File: src/rtl/pbou_pkg.sv
// shared constants, operation codes and pipeline control type for the pixel operation unit
package pbou_pkg;

	localparam int PIXEL_WIDTH_DEF = 8;
	localparam int OP_W = 4;

	localparam logic [OP_W-1:0] OP_COPY   = 4'd0;
	localparam logic [OP_W-1:0] OP_ZCOPY  = 4'd1;
	localparam logic [OP_W-1:0] OP_ADD    = 4'd2;
	localparam logic [OP_W-1:0] OP_AVG    = 4'd3;
	localparam logic [OP_W-1:0] OP_ABSDIF = 4'd4;
	localparam logic [OP_W-1:0] OP_SUB    = 4'd5;
	localparam logic [OP_W-1:0] OP_MUL    = 4'd6;
	localparam logic [OP_W-1:0] OP_DIV    = 4'd7;
	localparam logic [OP_W-1:0] OP_AND    = 4'd8;
	localparam logic [OP_W-1:0] OP_OR     = 4'd9;
	localparam logic [OP_W-1:0] OP_XOR    = 4'd10;
	localparam logic [OP_W-1:0] OP_MIN    = 4'd11;
	localparam logic [OP_W-1:0] OP_MAX    = 4'd12;

	typedef struct packed {
		logic valid;
		logic is_div;
		logic div_zero;
	} ctrl_t;

endpackage

File: src/rtl/pixel_binary_op_unit.sv
// top level: pixel operation unit with a chain of division cells
// one transaction accepted every cycle, busy never rises and results cannot be stalled
// each result passes the input stage, then the division chain, one cell per numerator
// bit (PIXEL_WIDTH+2), then the output register; every operation takes the same path.
// reset clears op_select to copy and empties the pipeline
module pixel_binary_op_unit #(
	parameter int PIXEL_WIDTH = pbou_pkg::PIXEL_WIDTH_DEF
) (
	input  logic                      clk,
	input  logic                      arst_n,
	input  logic                      op_select_we,
	input  logic [pbou_pkg::OP_W-1:0] op_select_wdata,
	input  logic                      start,
	output logic                      busy,
	input  logic [PIXEL_WIDTH-1:0]    src_pixel,
	input  logic [PIXEL_WIDTH-1:0]    dst_pixel,
	output logic                      result_valid,
	output logic [PIXEL_WIDTH-1:0]    result_pixel
);

	localparam int RW    = PIXEL_WIDTH + 1;
	localparam int NW    = PIXEL_WIDTH + 2;
	localparam int NCELL = NW;
	localparam int LAT   = PIXEL_WIDTH + 4;

	logic [pbou_pkg::OP_W-1:0] op_select_q;
	logic                      accept;

	logic [PIXEL_WIDTH-1:0]   side_c;
	logic [2*PIXEL_WIDTH-1:0] prod_c;

	logic                     valid_s1;
	logic                     is_div_s1;
	logic                     div_zero_s1;
	logic                     is_mul_s1;
	logic [PIXEL_WIDTH-1:0]   side_s1;
	logic [2*PIXEL_WIDTH-1:0] prod_s1;
	logic [NW-1:0]            num_s1;
	logic [RW-1:0]            den_s1;

	pbou_pkg::ctrl_t        chain_ctrl [0:NCELL];
	logic [RW-1:0]          chain_rem  [0:NCELL];
	logic [NW-1:0]          chain_num  [0:NCELL];
	logic [RW-1:0]          chain_den  [0:NCELL];
	logic [NW-1:0]          chain_quo  [0:NCELL];
	logic [PIXEL_WIDTH-1:0] chain_side [0:NCELL];

	logic [PIXEL_WIDTH-1:0] prod_sat;
	logic [PIXEL_WIDTH-1:0] quo_clamped;
	logic [PIXEL_WIDTH-1:0] result_next;

	logic                   result_valid_q;
	logic [PIXEL_WIDTH-1:0] result_pixel_q;

	assign busy   = 1'b0;
	assign accept = start && !busy;

	always_ff @(posedge clk or negedge arst_n) begin
		if (!arst_n) begin
			op_select_q <= pbou_pkg::OP_COPY;
		end else if (op_select_we) begin
			op_select_q <= op_select_wdata;
		end
	end

	pbou_op_mux #(.PIXEL_WIDTH(PIXEL_WIDTH)) u_op_mux (
		.op   (op_select_q),
		.s    (src_pixel),
		.d    (dst_pixel),
		.side (side_c),
		.prod (prod_c)
	);

	always_ff @(posedge clk or negedge arst_n) begin
		if (!arst_n) begin
			valid_s1 <= 1'b0;
		end else begin
			valid_s1 <= accept;
		end
	end

	// quotient is floor((2d + s) / 2s), rounding half up
	always_ff @(posedge clk) begin
		is_div_s1   <= op_select_q == pbou_pkg::OP_DIV;
		is_mul_s1   <= op_select_q == pbou_pkg::OP_MUL;
		div_zero_s1 <= src_pixel == '0;
		side_s1     <= side_c;
		prod_s1     <= prod_c;
		num_s1      <= {1'b0, dst_pixel, 1'b0} + {2'b00, src_pixel};
		den_s1      <= {src_pixel, 1'b0};
	end

	assign prod_sat = (|prod_s1[2*PIXEL_WIDTH-1:PIXEL_WIDTH]) ? '1 : prod_s1[PIXEL_WIDTH-1:0];

	assign chain_ctrl[0] = '{valid: valid_s1, is_div: is_div_s1, div_zero: div_zero_s1};
	assign chain_rem[0]  = '0;
	assign chain_num[0]  = num_s1;
	assign chain_den[0]  = den_s1;
	assign chain_quo[0]  = '0;
	assign chain_side[0] = is_mul_s1 ? prod_sat : side_s1;

	for (genvar i = 0; i < NCELL; i++) begin : g_cell
		pbou_div_cell #(.PIXEL_WIDTH(PIXEL_WIDTH)) u_cell (
			.clk      (clk),
			.arst_n   (arst_n),
			.ctrl_in  (chain_ctrl[i]),
			.rem_in   (chain_rem[i]),
			.num_in   (chain_num[i]),
			.den_in   (chain_den[i]),
			.quo_in   (chain_quo[i]),
			.side_in  (chain_side[i]),
			.ctrl_out (chain_ctrl[i+1]),
			.rem_out  (chain_rem[i+1]),
			.num_out  (chain_num[i+1]),
			.den_out  (chain_den[i+1]),
			.quo_out  (chain_quo[i+1]),
			.side_out (chain_side[i+1])
		);
	end

	assign quo_clamped = (|chain_quo[NCELL][NW-1:PIXEL_WIDTH]) ? '1
		: chain_quo[NCELL][PIXEL_WIDTH-1:0];

	always_comb begin
		if (!chain_ctrl[NCELL].is_div) begin
			result_next = chain_side[NCELL];
		end else if (chain_ctrl[NCELL].div_zero) begin
			result_next = '0;
		end else begin
			result_next = quo_clamped;
		end
	end

	always_ff @(posedge clk or negedge arst_n) begin
		if (!arst_n) begin
			result_valid_q <= 1'b0;
		end else begin
			result_valid_q <= chain_ctrl[NCELL].valid;
		end
	end

	always_ff @(posedge clk) begin
		result_pixel_q <= result_next;
	end

	assign result_valid = result_valid_q;
	assign result_pixel = result_pixel_q;

	// every accepted transaction gives its strobe after the fixed latency
	a_latency: assert property (@(posedge clk) disable iff (!arst_n)
		accept |-> ##LAT result_valid)
		else $error("result strobe missing after accepted transaction");

	// no strobe without a matching accepted transaction
	a_no_spurious: assert property (@(posedge clk) disable iff (!arst_n)
		result_valid |-> $past(accept, LAT))
		else $error("result strobe without a matching transaction");

	// division by zero gives zero
	a_div_zero: assert property (@(posedge clk) disable iff (!arst_n)
		result_valid && $past(accept && op_select_q == pbou_pkg::OP_DIV
			&& src_pixel == '0, LAT) |-> result_pixel == '0)
		else $error("division by zero did not give zero");

	// copy passes the source pixel through the whole chain
	a_copy: assert property (@(posedge clk) disable iff (!arst_n)
		result_valid && $past(accept && op_select_q == pbou_pkg::OP_COPY, LAT)
			|-> result_pixel == $past(src_pixel, LAT))
		else $error("copy result differs from source pixel");

endmodule

File: src/rtl/pbou_op_mux.sv
// operation decoder for the combinational pixel operations and the raw product
module pbou_op_mux #(
	parameter int PIXEL_WIDTH = pbou_pkg::PIXEL_WIDTH_DEF
) (
	input  logic [pbou_pkg::OP_W-1:0] op,
	input  logic [PIXEL_WIDTH-1:0]    s,
	input  logic [PIXEL_WIDTH-1:0]    d,
	output logic [PIXEL_WIDTH-1:0]    side,
	output logic [2*PIXEL_WIDTH-1:0]  prod
);

	logic [PIXEL_WIDTH:0] sum;

	assign sum  = {1'b0, s} + {1'b0, d};
	assign prod = {{PIXEL_WIDTH{1'b0}}, s} * {{PIXEL_WIDTH{1'b0}}, d};

	always_comb begin
		unique case (op)
			pbou_pkg::OP_COPY:   side = s;
			pbou_pkg::OP_ZCOPY:  side = (s != '0) ? s : d;
			pbou_pkg::OP_ADD:    side = sum[PIXEL_WIDTH-1:0];
			pbou_pkg::OP_AVG:    side = sum[PIXEL_WIDTH:1];
			pbou_pkg::OP_ABSDIF: side = (d > s) ? (d - s) : (s - d);
			pbou_pkg::OP_SUB:    side = d - s;
			// product and quotient are resolved further down the pipe
			pbou_pkg::OP_MUL:    side = '0;
			pbou_pkg::OP_DIV:    side = '0;
			pbou_pkg::OP_AND:    side = s & d;
			pbou_pkg::OP_OR:     side = s | d;
			pbou_pkg::OP_XOR:    side = s ^ d;
			pbou_pkg::OP_MIN:    side = (s < d) ? s : d;
			pbou_pkg::OP_MAX:    side = (s > d) ? s : d;
			default:             side = d;
		endcase
	end

endmodule

File: src/rtl/pbou_div_cell.sv
// one restoring division step, registered, with the bypass result carried alongside
module pbou_div_cell #(
	parameter int PIXEL_WIDTH = pbou_pkg::PIXEL_WIDTH_DEF
) (
	input  logic                        clk,
	input  logic                        arst_n,
	input  pbou_pkg::ctrl_t             ctrl_in,
	input  logic [PIXEL_WIDTH:0]        rem_in,
	input  logic [PIXEL_WIDTH+1:0]      num_in,
	input  logic [PIXEL_WIDTH:0]        den_in,
	input  logic [PIXEL_WIDTH+1:0]      quo_in,
	input  logic [PIXEL_WIDTH-1:0]      side_in,
	output pbou_pkg::ctrl_t             ctrl_out,
	output logic [PIXEL_WIDTH:0]        rem_out,
	output logic [PIXEL_WIDTH+1:0]      num_out,
	output logic [PIXEL_WIDTH:0]        den_out,
	output logic [PIXEL_WIDTH+1:0]      quo_out,
	output logic [PIXEL_WIDTH-1:0]      side_out
);

	localparam int RW = PIXEL_WIDTH + 1;
	localparam int NW = PIXEL_WIDTH + 2;

	pbou_pkg::ctrl_t ctrl_q;
	logic [RW-1:0]   rem_q;
	logic [NW-1:0]   num_q;
	logic [RW-1:0]   den_q;
	logic [NW-1:0]   quo_q;
	logic [PIXEL_WIDTH-1:0] side_q;

	logic [NW-1:0] trial;
	logic [NW-1:0] diff;
	logic          ge;
	logic [RW-1:0] rem_next;

	// bring down the next numerator bit and try the subtraction
	assign trial    = {rem_in, num_in[NW-1]};
	assign ge       = trial >= {1'b0, den_in};
	assign diff     = trial - {1'b0, den_in};
	assign rem_next = ge ? diff[RW-1:0] : trial[RW-1:0];

	always_ff @(posedge clk or negedge arst_n) begin
		if (!arst_n) begin
			ctrl_q <= '0;
		end else begin
			ctrl_q <= ctrl_in;
		end
	end

	always_ff @(posedge clk) begin
		rem_q  <= rem_next;
		num_q  <= {num_in[NW-2:0], 1'b0};
		den_q  <= den_in;
		quo_q  <= {quo_in[NW-2:0], ge};
		side_q <= side_in;
	end

	assign ctrl_out = ctrl_q;
	assign rem_out  = rem_q;
	assign num_out  = num_q;
	assign den_out  = den_q;
	assign quo_out  = quo_q;
	assign side_out = side_q;

endmodule

File: config.mk
export PLATFORM = sky130hd
export DESIGN_NAME = pixel_binary_op_unit
export DESIGN_NICKNAME = d
export VERILOG_FILES = /design/src/rtl/pbou_pkg.sv /design/src/rtl/pixel_binary_op_unit.sv /design/src/rtl/pbou_op_mux.sv /design/src/rtl/pbou_div_cell.sv
export SDC_FILE = /design/constraint.sdc
export NUM_CORES = 1
export LEC_CHECK = 0
export ABC_AREA = 0
export BUFFER_PORTS_ARGS = -buffer_cell sky130_fd_sc_hd__buf_2
export CELL_PAD_IN_SITES_DETAIL_PLACEMENT = 1
export CELL_PAD_IN_SITES_GLOBAL_PLACEMENT = 1
export CORE_MARGIN = 4
export CORE_UTILIZATION = 40
export CTS_CLUSTER_SIZE = 40
export DETAILED_ROUTE_END_ITERATION = 10
export GPL_ROUTABILITY_DRIVEN = 1
export PLACE_DENSITY_LB_ADDON = 0.1
export REMOVE_ABC_BUFFERS = 1
export SLEW_MARGIN = 20
export SYNTH_ARGS = -nofsm -noshare
export SYNTH_HDL_FRONTEND = slang
export SYNTH_HIERARCHICAL = 1
export SYNTH_SLANG_ARGS = --single-unit
File: constraint.sdc
create_clock -name clk -period 4.6 [get_ports clk]
set_clock_uncertainty 0.1 [all_clocks]
set_input_delay 0.23 -clock clk [delete_from_list [all_inputs] [get_ports clk]]
set_output_delay 0.23 -clock clk [all_outputs]
set_load 0.03 [all_outputs]
== After elaboration in Yosys (flattened, before gate mapping) ==
Cells that the tools add are included.

* Register bits: 422
* Input port bits: 24

* Mux-type cells: 19
* $mul: 1
* Add/subtract/negate cells: 13
* Equality and inequality tests: 12
* Bitwise gates (word level): 3
* Reductions and logical operators: 6
* Magnitude comparators: 13

{| class="wikitable"
|+ Operators by type and width
! kind !! number
|-
| $pmux 8 s12 || 1
|-
| $ge 10x9->1 || 9
|-
| $mux 8 || 9
|-
| $mux 9 || 8
|-
| $sub 9x9->9 || 8
|-
| $eq 4x4->1 const B || 5
|-
| $eq 4x3->1 const B || 4
|-
| $gt 8x8->1 || 2
|-
| $mul 8x8->16 || 1
|-
| $sub 8x8->8 || 2
|-
| $add 9x8->10 || 1
|-
| $add 8x8->9 || 1
|-
| $ge 1x9->1 || 1
|-
| $sub 1x9->9 || 1
|-
| $and 8x8->8 || 1
|-
| $eq 4x2->1 const B || 2
|-
| $logic_not 8->1 || 1
|-
| $lt 8x8->1 || 1
|-
| $or 8x8->8 || 1
|-
| $reduce_bool 8->1 || 1
|-
| $reduce_or 8->1 || 1
|-
| $xor 8x8->8 || 1
|-
| $eq 4x1->1 const B || 1
|-
| $logic_not 4->1 || 1
|-
| 2 further kinds || 3
|}

== Longest topological paths before layout ==
Gate-level depths: netlist of the first run.

* Depth in word-level cells: 4
* Depth in mapped cells: 17
* Gate-level depth less buffers: 17

== By module ==
Netlist of the first run, hierarchy kept.

{| class="wikitable"
|+ Modules (own cells, without submodules)
! module !! times used !! area each (sq um) !! cells each !! seq. area each (sq um)
|-
| pbou_div_cell (g_cell[0].u_cell ...) || 8 || 1660.3 || 136 || 975.9
|-
| pbou_op_mux || 1 || 3848.7 || 506 || 0.0
|-
| pixel_binary_op_unit || 1 || 1890.6 || 141 || 1191.1
|-
| pbou_div_cell (g_cell[7].u_cell) || 1 || 1661.6 || 136 || 975.9
|-
| pbou_div_cell (g_cell[4].u_cell) || 1 || 1545.2 || 128 || 975.9
|}

== Worst setup path before layout of the first run ==
No wires, ideal clock.

* Path kind: in2reg
* Start point: in src_pixel[2]
* End point: reg prod_s1[15]
* Arrival time: 4.066 ns
* Path buffers: 0
* Required time: 4.428 ns
* Stages on the path: 15
* Slack: 0.362 ns
* Path through: clkinv_1 -> nor2_1 -> fa_1 -> fa_1 -> fa_1 -> inv_1 -> fa_1 -> inv_1 -> ha_1 -> a21oi_1 -> o21bai_1 -> a21o_1 -> a22o_1 -> o41ai_1 -> xnor2_1

* Cells in the longest elaborated chain, start to end: 1

{| class="wikitable"
|+ RTL lines
! element !! line !! source
|-
| from (decl) || pixel_binary_op_unit.sv:15 || <nowiki>input logic [PIXEL_WIDTH-1:0] src_pixel,</nowiki>
|-
| $mul 8x8->16 || pbou_op_mux.sv:15 || <nowiki>assign prod = {{PIXEL_WIDTH{1'b0}}, s} * {{PIXEL_WIDTH{1'b0}}, d};</nowiki>
|-
| net prod_c[15] || pixel_binary_op_unit.sv:30 || <nowiki>logic [2*PIXEL_WIDTH-1:0] prod_c;</nowiki>
|-
| to (signal assigned) || pixel_binary_op_unit.sv:88 || <nowiki>prod_s1 <= prod_c;</nowiki>
|-
| to (decl) || pixel_binary_op_unit.sv:37 || <nowiki>logic [2*PIXEL_WIDTH-1:0] prod_s1;</nowiki>
|}

The timed path passes the listed nets, and every way through them passes these cells.
A chain may end at the register's enable or synchronous reset.

== Final worst setup path of the first run ==
* Start point: in src_pixel[3]
* End point: reg prod_s1[15]

Same word-level chain as after synthesis.

==> impl_metrics.json, run 1 <==
{
  "power_density_nw_per_um2": 636,
  "yosysWarnings": 6,
  "dieWidth_um": 229,
  "hold_ws_ns": 0.0705,
  "multi_input_area_um2": 9760,
  "rsz0062_at_grt": "false",
  "max_freq_ghz": 0.229,
  "worstMarginPinSlew_ns": 0.970,
  "wl_per_cell_um": 18.7,
  "place_ws_ns": -0.0705,
  "worstPathRequired_ns": 5.00,
  "start_util_pct": 40.8,
  "syn_area_um2": 19600,
  "setup.worst_path.start_class": "input pin",
  "cts_tree": "done",
  "fp.coreArea_um2": 48000,
  "wirelength_mm": 48.2,
  "avgSynthCellArea_um2": 10.7,
  "leakage_nw": 9.92,
  "syn_inst": 1822,
  "dpl.hpwl_mm": 37.0,
  "clock_sinks": 430,
  "drv_cap": 0,
  "critPathArrivalTime_ns": 4.77,
  "dieArea_um2": 52600,
  "setup_viol": 0,
  "critPathMaxFanout": 7,
  "die_height_um": 229,
  "fin_crit_sh_pct": 95.1,
  "finalMaxSlewViolations": 0,
  "grt_pass1_vias": 14400,
  "drc": 0,
  "hold_class": "in2reg",
  "gp_congestion": 0.878,
  "final_cells": 2575,
  "ir_drop_mv": 0.305,
  "cts_root_buf": "clkbuf_16",
  "relSlewSlack_pct": 35.3,
  "vias": 13500,
  "fin_nets": 2162,
  "postLayoutSetupSlackWorst_ns": 0.227,
  "antenna_found_initial": 0,
  "grt_max_degree": 37,
  "numCtsBuffers": 46,
  "ctsHtreeMaxLevel": 2,
  "clock_latency_ns": 0.58,
  "layout-drive-gt1-share_pct": 14.6,
  "grt_first_pass_wirelength_mm": 78.6,
  "fin_setup_tns_ns": 0,
  "path_clk_slew_ns": 0.06,
  "std_cell_rows": 80,
  "diodes": 0,
  "critPathCaptureType": "register",
  "drt_iter0_drc": 588,
  "status": "finished, final reports clean",
  "portBuffers": 32,
  "grtUsageTotal_pct": 18.4,
  "period_minus_slack_ns": 4.37,
  "num_io_pins": 34,
  "overflow": 0,
  "clockBufferDepth": 3,
  "first_pass_iters": 4,
  "seqCellArea_um2": 8790,
  "via_per_inst": 5.24,
  "area_delta_synth_final_pct": 13.8,
  "fillers": 5272,
  "final_hold_viol_count": 0,
  "dp_cells": 2469,
  "ant_nets": 0,
  "crit_type": "in2reg"
}
==> what timing repair did <==
item,in CTS,in global routing
hold endpoints to repair,53,0
setup buffers,0,1
gates resized for setup,0,8
hold buffers,20,0
endpoints found under the setup margin,0,1
==> layout by cell type, fill, tap and decap left out, types with 36 or more instances in the layout <==
master       n
a21oi_1     81
clkbuf_16   46
dfrtp_1     36
dfxtp_1    394
fa_1        50
ha_1       165
inv_1      191
nand2_1     74
nor2_1     108
o211ai_1    43
xnor2_1     38
==> cell type report <==
class,instances,area share (%)
repair buffers,86,2.78
inverters,209,3.65
flip-flops and latches,430,39.4
well taps,615,3.45
multi-input cells,1150,43.8
clock inverters,26,1.32
clock buffers,59,5.56
==> worst max-delay path, stage by stage <==
cell and delay [ns]:
dlygate4sd3_1 0.53, clkbuf_4 0.18, clkinvlp_4 0.12, buf_4 0.13, buf_4 0.12, nor2_1 0.05, fa_1 0.56, inv_1 0.07
fa_1 0.53, inv_1 0.05, fa_1 0.48, ha_1 0.31, ha_1 0.36, inv_1 0.12, o21bai_1 0.08, a21o_1 0.19
a22o_1 0.26, o41ai_2 0.23, xnor2_1 0.16
==> stage by stage <==
| stage | cell area (um^2) | util [%] | total power, mW |
|---|---|---|---|
| floorplan | 19300 | - | 9.17 |
| global placement | 20500 | 42.7 | 10.4 |
| detailed placement | 20500 | 42.7 | 10.5 |
| CTS | 22300 | 46.3 | 14.3 |
| global route | 22300 | 46.4 | 15.2 |
| finish | 22300 | 46.4 | 14.2 |
==> report_power, final <==
group	total [mW]	switching (mW)	internal, mW
logic	5.31	2.95	2.36
clock network	3.68	1.56	2.12
registers	5.17	0.445	4.73
total	14.2	4.96	9.21
==> flip-flops by register name, summed over array words and instances (netlist names) <==
register and cells:
den_s1 7, div_zero_s1 1, g_cell.u_cell/ctrl_out 30, g_cell.u_cell/den_out 81
g_cell.u_cell/num_out 45, g_cell.u_cell/quo_out 55, g_cell.u_cell/rem_out 81, g_cell.u_cell/side_out 80
is_div_s1 1, is_mul_s1 1, num_s1 10, op_select_q 4
prod_s1 16, result_pixel 8, result_valid 1, side_s1 8
valid_s1 1
==> worst paths after layout <==
kind / start / to / slack (ns) / cells past startpoint
max reg2reg: op_select_q[0] / side_s1[7] / 1.51 / 6
max: src_pixel[3] / prod_s1[15] / 0.23 / 19
min reg2reg: g_cell[1].u_cell/side_out[0] / g_cell[2].u_cell/side_out[0] / 0.20 / 0
max in group asynchronous: arst_n / g_cell[0].u_cell/ctrl_out[1] / 3.62 / 2
min: dst_pixel[2] / side_s1[2] / 0.07 / 3
min in group asynchronous: arst_n / g_cell[8].u_cell/ctrl_out[0] / 0.21 / 2
==> per-layer routing <==
| layer | wire length, um | GRT usage, % |
|---|---|---|
| met1 | 22600 | 24.6 |
| met2 | 22700 | 31.1 |
| met3 | 1700 | 3.04 |
| met4 | 1110 | 4.77 |
| met5 | 0 | 0 |
(Power assumes the default switching activity.)
==> inputs of run 2 (changes only) <==
Settings changed: CELL_PAD_IN_SITES_DETAIL_PLACEMENT 1 to not set, CELL_PAD_IN_SITES_GLOBAL_PLACEMENT 1 to not set, CORE_MARGIN 4 to not set, PLACE_DENSITY_LB_ADDON 0.1 to not set.
Clock period 4.6 ns to 5.3 ns, I/O delays scaled along.
==> impl_metrics.json, run 2 (synthesis results as in run 1) <==
{
  "first_pass_iters": 5,
  "layout-drive-gt1-share_pct": 12.6,
  "dpl.hpwl_mm": 32.1,
  "diodes": 0,
  "leakage_nw": 9.73,
  "cts_root_buf": "clkbuf_16",
  "cts-resized-gates": 0,
  "postCtsSetupBuffers": 0,
  "p_total_mw": 11.9,
  "power_density_nw_per_um2": 541,
  "worstPathRequired_ns": 5.70,
  "fin_crit_sh_pct": 90.7,
  "rsz0062_at_grt": "false",
  "start_util_pct": 40.8,
  "final_common_cell": "dfxtp_1",
  "dieWidth_um": 223,
  "gp_congestion": 0.926,
  "area_delta_synth_final_pct": 11.9,
  "final_hold_viol_count": 0,
  "clock_latency_ns": 0.57,
  "vias": 13200,
  "worstMarginPinSlew_ns": 0.775,
  "dp_cells": 2440,
  "fp.coreArea_um2": 48000,
  "ant_nets": 0,
  "final_cells": 2540,
  "cts_tree": "done",
  "critPathMaxFanout": 9,
  "hold_class": "in2reg",
  "path_clk_slew_ns": 0.06,
  "num_io_pins": 34,
  "grt_pass1_vias": 13000,
  "rrSetupSlack_ns": 2.29,
  "setup.worst_path.start_class": "input pin",
  "grt_max_degree": 37,
  "antenna_found_initial": 0,
  "status": "finished, final reports clean",
  "dpl_cell_area_um2": 20300,
  "worstPathCellList": "dlygate4sd3_1 -> buf_2 -> clkinv_1 -> nor2_1 -> fa_1 -> fa_1 -> fa_1 -> inv_1 -> fa_1 -> inv_1 -> ha_1 -> a21oi_1 -> o21bai_1 -> a21o_1 -> a22o_1 -> o41ai_1 -> xnor2_1",
  "drc": 0,
  "reg2reg_depth": 6,
  "grt_first_pass_wirelength_mm": 66.9,
  "cp_slowest_cell": "fa_1",
  "overflow": 0,
  "drt_iter0_drc": 728,
  "clockBufferDepth": 3,
  "reg2reg_from": "op_select_q[1]",
  "relSlewSlack_pct": 48.3,
  "clock_sinks": 430,
  "crit_type": "in2reg",
  "via_per_inst": 5.18,
  "crit_top_cell": "fa_1",
  "wl_per_cell_um": 16.3,
  "critPathCaptureType": "register",
  "portBuffers": 32,
  "drv_cap": 0,
  "ctsHtreeMaxLevel": 2,
  "wirelength_mm": 41.4,
  "numCtsBuffers": 44,
  "max_stage_delay_ns": 0.55,
  "die_height_um": 223,
  "r2r-end": "side_s1[7]",
  "finalCoreUtilization_pct": 45.6,
  "design_area_um2": 21900,
  "std_cell_rows": 80,
  "whs_path_depth": 3,
  "ir_drop_mv": 0.263,
  "fin_nets": 2130,
  "holdPathEnd": "side_s1[4]",
  "finalMaxSlewViolations": 0,
  "setup_viol": 0,
  "layout_common_cells": "394 x dfxtp_1, 193 x inv_1, 165 x ha_1",
  "critPathArrivalTime_ns": 5.21,
  "dieArea_um2": 49800,
  "max_freq_ghz": 0.208,
  "period_minus_slack_ns": 4.81,
  "fin_setup_tns_ns": 0,
  "grtUsageTotal_pct": 16.7,
  "hp-start": "dst_pixel[4]"
}
run 2: cell type report:
type,count,area [um^2]
inverter,209,807
clock buffer,56,1200
multi-input combinational,1150,9750
sequential,430,8790
timing repair buffer,56,390
fill,4466,26100
clock inverter,24,226
tap,615,769
run 2: worst max-delay path, delay by kind of cell:
kind / cells / cell delay, ns
adder cells (fa/ha/maj): 5 / 2.40
XOR/XNOR: 1 / 0.15
AND/OR/NAND/NOR: 1 / 0.27
AO/OA/AOI/OAI: 5 / 1.05
buffers and inverters: 5 / 1.06
run 2: worst max-delay path by stage:
stage                  from          end  slack [ns]  cells past startpoint
4_1_cts        src_pixel[2]  prod_s1[15]        0.54                     17
5_1_grt        src_pixel[2]  prod_s1[15]        0.31                     17
2_1_floorplan  src_pixel[2]  prod_s1[15]        1.03                     15
6_report       src_pixel[2]  prod_s1[15]        0.49                     17
3_5_place_dp   src_pixel[2]  prod_s1[15]        0.48                     16
3_3_place_gp   src_pixel[2]  prod_s1[15]        0.64                     16
run 2: what timing repair did:
action / in CTS / in global routing
hold buffers: 20 / 0
setup endpoints to repair: 0 / 0
hold endpoints to repair: 53 / 0
run 2: metal layers:
metal	vias up	GRT usage (%)	routed length, um
li1	6534	-	-
met1	6295	21.8	19100
met2	254	27.7	19400
met3	80	2.83	1660
met4	0	5.86	1170
met5	-	0	0
run 2: stage by stage:
step           setup slack (ns)  hold slack (ns)
3_5_place_dp              0.484            0.212
5_1_grt                   0.310           0.0479
2_1_floorplan              1.03           -0.131
4_1_cts                   0.541           0.0269
6_report                  0.492           0.0667
3_3_place_gp              0.637            0.210
run 2: report_power, final:
group / internal [mW] / total, mW / switching, mW
clock network: 1.68 / 2.94 / 1.26
registers: 4.10 / 4.46 / 0.357
logic: 2.02 / 4.46 / 2.45
total: 7.80 / 11.9 / 4.07
